File: src/hw/rtl/gpg_pkg.sv
// Shared types, constants and register codes of the grid pressure gradient block.
// No dependencies; the module files of the block import it.
package gpg_pkg;

  localparam int ROW_BITS      = 6;
  localparam int COL_BITS      = 6;
  localparam int PRESS_BITS    = 32;
  localparam int GRAD_BITS     = 48;
  localparam int SIZE_BITS     = 7;
  localparam int STEP_BITS     = 32;
  localparam int CFG_IDX_BITS  = 4;
  localparam int CFG_DATA_BITS = 32;

  localparam int DEF_MAX_ROWS    = 64;
  localparam int DEF_MAX_COLS    = 64;
  localparam int DEF_SAMPLE_BITS = 32;
  localparam int QUEUE_DEPTH     = 2;

  localparam logic [SIZE_BITS-1:0] RST_SIZE = SIZE_BITS'(64);
  localparam logic [STEP_BITS-1:0] RST_STEP = STEP_BITS'(65536);

  localparam logic KIND_STORE = 1'b0;
  localparam logic KIND_QUERY = 1'b1;

  typedef enum logic [CFG_IDX_BITS-1:0] {
    REG_ROWS_USED  = 4'd0,
    REG_COLS_USED  = 4'd1,
    REG_INV_STEP_X = 4'd2,
    REG_INV_STEP_Y = 4'd3
  } gpg_reg_e;

  typedef enum logic [1:0] {
    OP_STORE = 2'd0,
    OP_QUERY = 2'd1,
    OP_ZERO  = 2'd2
  } gpg_op_e;

  typedef struct packed {
    logic                         kind;
    logic [ROW_BITS-1:0]          row;
    logic [COL_BITS-1:0]          col;
    logic signed [PRESS_BITS-1:0] pressure;
  } gpg_item_t;

  typedef struct packed {
    logic signed [GRAD_BITS-1:0] grad_x;
    logic signed [GRAD_BITS-1:0] grad_y;
    logic                        out_of_range;
  } gpg_result_t;

  typedef struct packed {
    logic [CFG_IDX_BITS-1:0]  index;
    logic [CFG_DATA_BITS-1:0] value;
  } gpg_cfg_t;

  typedef struct packed {
    logic [SIZE_BITS-1:0] rows_used;
    logic [SIZE_BITS-1:0] cols_used;
    logic [STEP_BITS-1:0] inv_step_x;
    logic [STEP_BITS-1:0] inv_step_y;
  } gpg_regs_t;

  typedef struct packed {
    gpg_op_e                      op;
    logic                         oor;
    logic [ROW_BITS-1:0]          row;
    logic [COL_BITS-1:0]          col;
    logic [ROW_BITS-1:0]          row_hi;
    logic [ROW_BITS-1:0]          row_lo;
    logic [COL_BITS-1:0]          col_hi;
    logic [COL_BITS-1:0]          col_lo;
    logic                         cen_x;
    logic                         cen_y;
    logic signed [PRESS_BITS-1:0] pressure;
  } gpg_cmd_t;

endpackage

File: src/hw/rtl/gpg_queue.sv
// Short command queue between front and back end.
// Depends on gpg_pkg for the command type.
module gpg_queue #(
  parameter int DEPTH = gpg_pkg::QUEUE_DEPTH
) (
  input  logic              clk_i,
  input  logic              rst_ni,
  input  logic              push_valid_i,
  input  gpg_pkg::gpg_cmd_t push_data_i,
  output logic              push_ready_o,
  output logic              pop_valid_o,
  output gpg_pkg::gpg_cmd_t pop_data_o,
  input  logic              pop_ready_i
);
  import gpg_pkg::*;

  localparam int PTR_BITS = (DEPTH > 1) ? $clog2(DEPTH) : 1;
  localparam int CNT_BITS = $clog2(DEPTH + 1);

  gpg_cmd_t             slot_q [DEPTH];
  logic [PTR_BITS-1:0]  wr_ptr_q, wr_ptr_d, rd_ptr_q, rd_ptr_d;
  logic [CNT_BITS-1:0]  cnt_q, cnt_d;
  logic                 push, pop;

  always_comb begin
    push_ready_o = (cnt_q != CNT_BITS'(DEPTH));
    pop_valid_o  = (cnt_q != '0);
    pop_data_o   = slot_q[rd_ptr_q];
    push = push_valid_i && push_ready_o;
    pop  = pop_valid_o && pop_ready_i;
    wr_ptr_d = wr_ptr_q;
    rd_ptr_d = rd_ptr_q;
    if (push) begin
      wr_ptr_d = (wr_ptr_q == PTR_BITS'(DEPTH - 1)) ? '0 : wr_ptr_q + PTR_BITS'(1);
    end
    if (pop) begin
      rd_ptr_d = (rd_ptr_q == PTR_BITS'(DEPTH - 1)) ? '0 : rd_ptr_q + PTR_BITS'(1);
    end
    cnt_d = cnt_q + CNT_BITS'(push) - CNT_BITS'(pop);
  end

  always_ff @(posedge clk_i or negedge rst_ni) begin
    if (!rst_ni) begin
      wr_ptr_q <= '0;
      rd_ptr_q <= '0;
      cnt_q    <= '0;
    end else begin
      wr_ptr_q <= wr_ptr_d;
      rd_ptr_q <= rd_ptr_d;
      cnt_q    <= cnt_d;
    end
  end

  always_ff @(posedge clk_i) begin
    if (push) begin
      slot_q[wr_ptr_q] <= push_data_i;
    end
  end

endmodule

File: config.mk
export PLATFORM = sky130hd
export DESIGN_NAME = gpg_queue
export DESIGN_NICKNAME = d
export VERILOG_FILES = /design/src/hw/rtl/gpg_pkg.sv /design/src/hw/rtl/gpg_queue.sv
export SDC_FILE = /design/constraint.sdc
export NUM_CORES = 1
export LEC_CHECK = 0
export BUFFER_PORTS_ARGS = -buffer_cell sky130_fd_sc_hd__buf_2
export CAP_MARGIN = 20
export CORE_MARGIN = 3
export CORE_UTILIZATION = 47
export CTS_BUF_LIST = sky130_fd_sc_hd__clkbuf_2
export DETAILED_ROUTE_END_ITERATION = 12
export PLACE_DENSITY_LB_ADDON = 0.1
export SLEW_MARGIN = 5
export SYNTH_ARGS = -nofsm -noshare
export SYNTH_HDL_FRONTEND = slang
export SYNTH_SLANG_ARGS = --single-unit
File: constraint.sdc
create_clock -name clk_i -period 4.3 [get_ports clk_i]
set_input_delay 0.645 -clock clk_i [delete_from_list [all_inputs] [get_ports clk_i]]
set_output_delay 0.645 -clock clk_i [all_outputs]
set_load 0.05 [all_outputs]
== Yosys cells after proc, flatten, opt, wreduce, memory -nomap -nowiden ==
Memory sizes are Yosys's and may differ from the RTL's.
Index checks and enable logic that the tools add are counted.
Storage, ports and cells
  bits in registers: 4
  memory bits (writable): 146
  input bits: 77
  output and inout port bits: 75
  memories kept: 1
Memory list
  slot_q: words 2, width 73, rd ports 1, clocked after memory_dff 0, wr ports 1, RTL line gpg_queue.sv:20  | gpg_cmd_t slot_q [DEPTH];
Cells by class
  add/sub/neg operators: 4
  equal/unequal tests: 1
  multiplexer cells: 4
  reduce and logical (&&, ||, !) cells: 3
Operators by type and width (number)
  $mux W1: 4
  $add A1 B1 Y1 const B: 2
  $add A2 B1 Y2: 1
  $logic_and A1 B1 Y1: 2
  $ne A2 B2 Y1 const B: 1
  $reduce_bool A2 Y1: 1
  $sub A2 B1 Y2: 1

== Logic depth before layout (Yosys ltp) ==
Gate-level depths: netlist (run 1).
  depth after elaboration: 4
  gate-level depth with buffers: 5
  gate-level depth less buffers: 5

== Worst setup path after synthesis (run 1) ==
OpenSTA, ideal clock, no wires.
  path kind: flip-flop to flip-flop
  start point: register cnt_q[0]
  end point: memory slot_q[0][0] in the netlist's numbering, enable pin
  data arrival time: 4.113 ns
  required time: 3.795 ns
  setup slack: -0.317 ns
  stages on the path, launching flop included: 4
  path buffers: 0
  cells stage by stage: dfrtp_1 > nand2b_1 > nand2_1 > nor2_1
On the way
  longest elaborated chain between the ends: 4
Ends and longest elaborated chain
  from (decl): RTL line gpg_queue.sv:22  | logic [CNT_BITS-1:0] cnt_q, cnt_d;
  from (signal assigned): RTL line gpg_queue.sv:50  | cnt_q <= cnt_d;
  $ne A2 B2 Y1: RTL line gpg_queue.sv:26  | push_ready_o = (cnt_q != CNT_BITS'(DEPTH));
  net push_ready_o: RTL line gpg_queue.sv:10  | output logic push_ready_o,
  $logic_and A1 B1 Y1: RTL line gpg_queue.sv:29  | push = push_valid_i && push_ready_o;
  $mux W1: RTL line gpg_queue.sv:55  | if (push) begin
  $mux W1 (implied by the code): RTL line gpg_queue.sv:56  | slot_q[wr_ptr_q] <= push_data_i;
  to (decl): RTL line gpg_queue.sv:20
The timed path passes the listed nets, and every way through them passes these cells.

==> metrics.md, run 1 <==
| Metric | Value |
|---|---|
| EDFF count, synth | `146` |
| Final Total Pwr | `0.00506 W` |
| Internal | `0.00282 W` |
| Clock sink total | `150` |
| Syn_area_per_cell | `22.1 um^2` |
| Slowest stage cell, crit path | `dfrtp_4` |
| Uppermost layer routed | `met5` |
| Deepest clock path buffer count | `2` |
| Area share of the largest cell type after synthesis | `79.6%` |
| Syn Inst Count | `249` |
| # DRC | `0` |
| Wire length of the first global-routing pass | `14,700 um` |
| Die span in x | `114 um` |
| Crit. End Element | `primary output` |
| GR Util All Layers | `15.2%` |
| Distinct cells, synth | `18` |
| Final Hold Viols | `0` |
| Finished Cell Area | `6630 um^2` |
| Initial antenna violation count | `1` |
| Mapped Nets | `327` |
| Die area | `13,100 um^2` |
| Sequential share of the synthesized area | `81.4%` |
| Clock root buffer | `clkbuf_2` |
| Metal2 WL | `4910 um` |
| Placement Cell Area | `6390 um^2` |
| Setup violations, final | `0` |
| WL/cell | `16.8 um` |
| Warnings, synthesis | `0` |
| Slew headroom | `30.8%` |
| DR iter-0 viols | `170` |
| TritonCTS Buffers | `17` |
| Synthesis-to-layout area growth | `20.3%` |
| Max Clk Rate | `320 MHz` |
| Clock transition at the registers of the reported paths | `0.21 ns` |
| Final wirelength | `9530 um` |
| CTS tree | `done` |
| PD cells | `764 nW/um^2` |
| Slew @ Worst Pin | `1.04 ns` |
| WS Path Type | `reg2out` |
| Cells taking the most area after synthesis | `edfxtp_1 (80%), mux2_2 (15%), dfrtp_1 (1.8%)` |
| Commonest non-fill, non-tap cell in the layout | `buf_2` |
| Via density | `4.90` |
| Area of the core | `11,100 um^2` |
| Async SR Flop Fraction | `2.67%` |
| Vias in the first global route | `2,927` |
| DIE HEIGHT | `114 um` |
| Status | `finished clean` |
| Final non-filler cell total | `567` |
| Hold Crit Class | `in2reg` |
| M1 WL | `3700 um` |
| Worst EP required | `3.65 ns` |
| Via count | `2,778` |
| Tmin final | `3.12 ns` |
| Area leader, netlist | `edfxtp_1` |
| CP Max Fanout | `74` |
| Clk_skew | `0.0178 ns` |
| Final TNS setup | `0 ns` |
| Final slew viol count | `0` |
| Max cap viols | `0` |
| N_diodes | `0` |
| Sequential share of power | `43.6%` |
| Lkg Pwr | `2.47 nW` |
| Placed Cells | `533` |
| Antenna-violating nets left | `0` |
| Setup crit start kind | `flip-flop` |
| Clk pwr share | `13.3%` |
| H-Tree Depth | `4` |
| Crit-path max cell delay | `1.09 ns` |
| Setup bufs post-CTS | `0` |
| RSZ-0062 raised after global routing | `false` |
| Drt pass-1 iters | `4` |
| Worst skew pair latency | `0.63 ns` |
| DR WL met3 | `801 um` |
| Net Sw Frac | `44.3%` |
| Gr ovfl total | `0` |
| Layout cells sized above 1 | `60.9%` |
| Data arrival, critical path | `2.48 ns` |
| Dpl hpwl | `6000 um` |
| NetSw | `0.00224 W` |
| I/O pin count | `152` |
| Largest net degree at the start of global routing | `75` |
| Commonest non-fill, non-tap cells in the layout | `buf_2 (151), edfxtp_1 (146), mux2_2 (73)` |
| Peak VDD IR | `0.620 mV` |
| Top FF cell, synth | `edfxtp_1` |
| Synth Register Bits | `150` |
| Std cell rows | `38` |
| NumNets Final | `492` |
| Starting Density | `49.5%` |
| Count of input and output buffers | `151` |
| CP Cell Sequence | `mux2_2 > buf_2` |
| GP Congestion | `0.678` |
| Gate power share | `43.1%` |
| Fin crit share | `72.6%` |
| Post-Syn Area | `5510 um^2` |
| FF-to-FF setup slack | `2.33 ns` |
==> power groups by stage <==
stage                     clock (W)  combinational (W)  sequential [W]
after floorplan                   0            0.00190         0.00210
after global placement            0            0.00219         0.00224
after detailed placement          0            0.00219         0.00226
after CTS                  0.000700            0.00220         0.00222
after global routing       0.000759            0.00229         0.00226
final                      0.000671            0.00218         0.00221
==> worst max-delay path: cells and delay by family, from the launching register on <==
kind	cells	cell delay (ns)
buffers and inverters	1	0.21
DFF	1	1.09
muxes	1	0.43
==> worst paths after layout <==
check / startpoint / endpoint / cells after the start
worst max-delay path: rd_ptr_q / pop_data_o[68] / 2
worst min-delay path: push_data_i[47] / slot_q[1][47] / 1
worst max register to register: cnt_q[0] / slot_q[1][19] / 2
worst min register to register: wr_ptr_q / wr_ptr_q / 1
max in group asynchronous: rst_ni / rd_ptr_q / 2
min in group asynchronous: rst_ni / rd_ptr_q / 2
==> registers in the layout, indices dropped and copies added (netlist names) <==
register and cells:
cnt_q 2, rd_ptr_q 1, slot_q 146, wr_ptr_q 1
==> metal layers <==
layer	track usage, %	up-vias
met5	0	-
met4	5.46	2
met3	6.98	11
met2	25.5	90
met1	17.1	1353
li1	-	1322
==> cells by family after synthesis <==
| family | share of synthesized area (%) |
|---|---|
| AND/OR/NAND/NOR | 0.886 |
| multiplexers | 14.9 |
| XOR/XNOR | 0.477 |
| AO/OA/AOI/OAI | 0.568 |
| flip-flops | 81.4 |
| adder cells (fa/ha/maj) | 0.227 |
| buffers and inverters | 1.52 |
==> cells in the mapped netlist, drive strengths merged (2+ instances only) <==
master,instances
edfxtp,146
nand2,2
buf,8
nor2,3
mux2,73
xnor2,3
dfrtp,4
==> per-stage QoR <==
stage	hold slack, ns	worst slack [ns]	utilization [%]
after CTS	0.0829	1.07	59.4
final	0.164	1.18	59.5
after detailed placement	0.462	1.83	57.5
after global placement	0.461	1.84	57.5
after floorplan	0.349	0.892	-
after global routing	0.0602	0.978	59.5
==> final cells by class <==
type / instances / area (um^2)
sequential: 150 / 4490
fill: 893 / 4500
clock inverter: 14 / 113
timing repair buffer: 154 / 806
tap: 140 / 175
clock buffer: 18 / 90.1
multi-input combinational: 91 / 953
==> what timing repair did <==
| item | 4_1_cts | 5_1_grt |
|---|---|---|
| endpoints found under the setup margin | 0 | 0 |
| endpoints found under the hold margin | 4 | 0 |
| hold buffers | 1 | 0 |
| resized for setup | 0 | 0 |
No activity file was read; power rests on OpenSTA's default activity.
==> inputs of run 2 (changes only) <==
==> constraint.sdc (replaced) <==
create_clock -name clk_i -period 3.13 [get_ports clk_i]
set_input_delay 0.4695 -clock clk_i [delete_from_list [all_inputs] [get_ports clk_i]]
set_output_delay 0.4695 -clock clk_i [all_outputs]
set_load 0.05 [all_outputs]
==> metrics.md, run 2 (synthesis gave the netlist of run 1 again) <==
| Metric | Value |
|---|---|
| Status | `finished clean` |
| H-Tree Depth | `4 (unchanged)` |
| DIE HEIGHT | `114 um (unchanged)` |
| Sequential share of power | `42.7% (-0.9 points)` |
| Antenna-violating nets left | `0 (unchanged)` |
| Layout cells sized above 1 | `50.5% (-10 points)` |
| Count of input and output buffers | `151 (unchanged)` |
| Area of the core | `11,100 um^2 (unchanged)` |
| Gr ovfl total | `0 (unchanged)` |
| Std cell rows | `38 (unchanged)` |
| Reg2Reg Depth | `3 (+1)` |
| TritonCTS Buffers | `17 (unchanged)` |
| Clock sink total | `150 (unchanged)` |
| Internal | `0.00387 W (+37%)` |
| WL/cell | `16.0 um (-4.9%)` |
| N_diodes | `0 (unchanged)` |
| Worst EP required | `2.66 ns (-0.99 ns)` |
| Wire length of the first global-routing pass | `16,000 um (+8.2%)` |
| Setup violations, final | `0 (unchanged)` |
| I/O pin count | `152 (unchanged)` |
| Gate power share | `46.1% (+3.0 points)` |
| Final TNS setup | `0 ns (unchanged)` |
| Beginning of the worst hold path | `push_valid_i` |
| FF-to-FF setup slack | `1.26 ns (-1.07 ns)` |
| CTS tree | `done` |
| Hold Crit Class | `in2reg` |
| Peak VDD IR | `0.618 mV (-0.34%)` |
| Crit-path max cell delay | `0.86 ns (-0.23 ns)` |
| Final wirelength | `10,300 um (+8.2%)` |
| Reg2Reg Launch Point | `cnt_q[0]` |
| Tmin final | `2.91 ns` |
| Net Sw Frac | `44.2% (-0.15 points)` |
| Placement Cell Area | `6410 um^2 (+0.23%)` |
| Max Clk Rate | `343 MHz` |
| Final Total Pwr | `0.00694 W (+37%)` |
| Final Hold Viols | `0 (unchanged)` |
| Worst skew pair latency | `0.67 ns (+0.04 ns)` |
| Crit. End Element | `primary output` |
| Via density | `4.81 (-1.9%)` |
| Final worst slack | `0.215 ns (-0.962 ns)` |
| Slew headroom | `58.9% (+28 points)` |
| Slowest stage cell, crit path | `dfrtp_4` |
| Commonest non-fill, non-tap cells in the layout | `buf_2 (151), edfxtp_1 (146), dlygate4sd3_1 (77)` |
| NetSw | `0.00306 W (+37%)` |
| Max cap viols | `0 (unchanged)` |
| Die area | `13,100 um^2 (unchanged)` |
| Largest net degree at the start of global routing | `75 (unchanged)` |
| RSZ-0062 raised after global routing | `false` |
| Data arrival, critical path | `2.45 ns (-0.03 ns)` |
| Synthesis-to-layout area growth | `33.5%` |
| Largest regs | `slot_q: 146 flops, cnt_q: 2 flops` |
| Via count | `3,100 (+12%)` |
| Lkg Pwr | `2.80 nW (+13%)` |
| Initial antenna violation count | `0 (-1)` |
| Max reg flops | `146 (unchanged)` |
| Clock transition at the registers of the reported paths | `0.19 ns (-0.02 ns)` |
| NumNets Final | `570 (+16%)` |
| PD cells | `943 nW/um^2 (+23%)` |
| CP Cell Sequence | `buf_16 > mux2_2 > buf_2` |
| Deepest clock path buffer count | `2 (unchanged)` |
| Final slew viol count | `0 (unchanged)` |
| Post-CTS Resized | `0 (unchanged)` |
| Fin crit share | `93.1%` |
| Finished Cell Area | `7350 um^2 (+11%)` |
| Slew @ Worst Pin | `0.616 ns (-0.422 ns)` |
| Clk pwr share | `11.2% (-2.1 points)` |
| Largest Register | `slot_q` |
| Clock root buffer | `clkbuf_2` |
| Clk_skew | `0.0282 ns (+0.0104 ns)` |
| Die span in x | `114 um (unchanged)` |
| Drt pass-1 iters | `4 (unchanged)` |
| Hold Crit Depth | `3 (+2)` |
| WS Path Type | `reg2out` |
| Worst R2R End | `slot_q[1][61]` |
| GP Congestion | `0.703 (+3.7%)` |
| CP Max Fanout | `38 (-49%)` |
| WHS Endpoint | `wr_ptr_q` |
| DR iter-0 viols | `131 (-23%)` |
| # DRC | `0 (unchanged)` |
| Vias in the first global route | `3,309 (+13%)` |
| DP Worst Slack | `0.861 ns (-0.973 ns)` |
| GR Util All Layers | `16.4% (+1.2 points)` |
| Dpl hpwl | `6230 um (+3.8%)` |
| Worst Hold Slack | `0.186 ns (+0.0218 ns)` |
| Setup crit start kind | `flip-flop` |
| Fillers | `833 (-6.7%)` |
| Starting Density | `49.5% (unchanged)` |
| Commonest non-fill, non-tap cell in the layout | `buf_2` |
-- run 2: changes by cell type in the layout (fill, tap and decap cells not counted), sizes merged --
cell	delta
bufinv	-1
buf	+2
clkinvlp	-5
clkbuf	+4
dlygate4sd3	+76
clkinv	+2
-- run 2: cell type report --
type | count | area, um^2 | area share (%)
Clock inverter | 10 | 38.8 | 0.527
Sequential cell | 150 | 4490 | 61.0
Multi-Input combinational cell | 91 | 953 | 13.0
Timing Repair Buffer | 232 | 1590 | 21.6
Tap cell | 140 | 175 | 2.38
Clock buffer | 22 | 110 | 1.50
-- run 2: worst max-delay path: cells and delay by family, from the launching register on --
kind	cells	cell delay [ns]
buf+inv	2	0.51
mux	1	0.38
flops	1	0.86
-- run 2: layer usage --
metal | routed length (um) | part of all wire [%] | track usage, %
met1 | 4070 | 39 | 17.5
met2 | 5410 | 52 | 28.7
met3 | 653 | 6.3 | 5.97
met4 | 177 | 1.7 | 7.84
met5 | 0 | 0 | 0
-- run 2: worst max path at each step --
stage                endpoint  depth (start not counted)  slack [ns]     start
2_1_floorplan    slot_q[0][0]                          3        0.51  cnt_q[0]
3_3_place_gp   pop_data_o[69]                          2        0.87  rd_ptr_q
3_5_place_dp   pop_data_o[69]                          2        0.86  rd_ptr_q
4_1_cts        pop_data_o[69]                          2        0.03  rd_ptr_q
5_1_grt        pop_data_o[14]                          3        0.02  rd_ptr_q
6_report       pop_data_o[14]                          3        0.22  rd_ptr_q
-- run 2: repair_timing --
action	in CTS	in global routing
hold buffers	77	0
setup endpoints to repair	0	55
endpoints found under the hold margin	151	0
setup buffers	0	1
-- run 2: power groups by stage --
| stage | Combinational (W) | Sequential (W) | Clock, W |
|---|---|---|---|
| final | 0.00320 | 0.00296 | 0.000778 |
| after global routing | 0.00337 | 0.00302 | 0.000891 |
| after CTS | 0.00311 | 0.00305 | 0.000826 |
| after detailed placement | 0.00302 | 0.00310 | 0 |
| after global placement | 0.00301 | 0.00308 | 0 |
| after floorplan | 0.00262 | 0.00287 | 0 |
-- run 2: through the flow --
step / cells / util, %
4_1_cts: 644 / 65.9
2_1_floorplan: 249 / -
3_3_place_gp: 535 / 57.6
5_1_grt: 645 / 66.1
3_5_place_dp: 535 / 57.6
6_report: 645 / 66.1
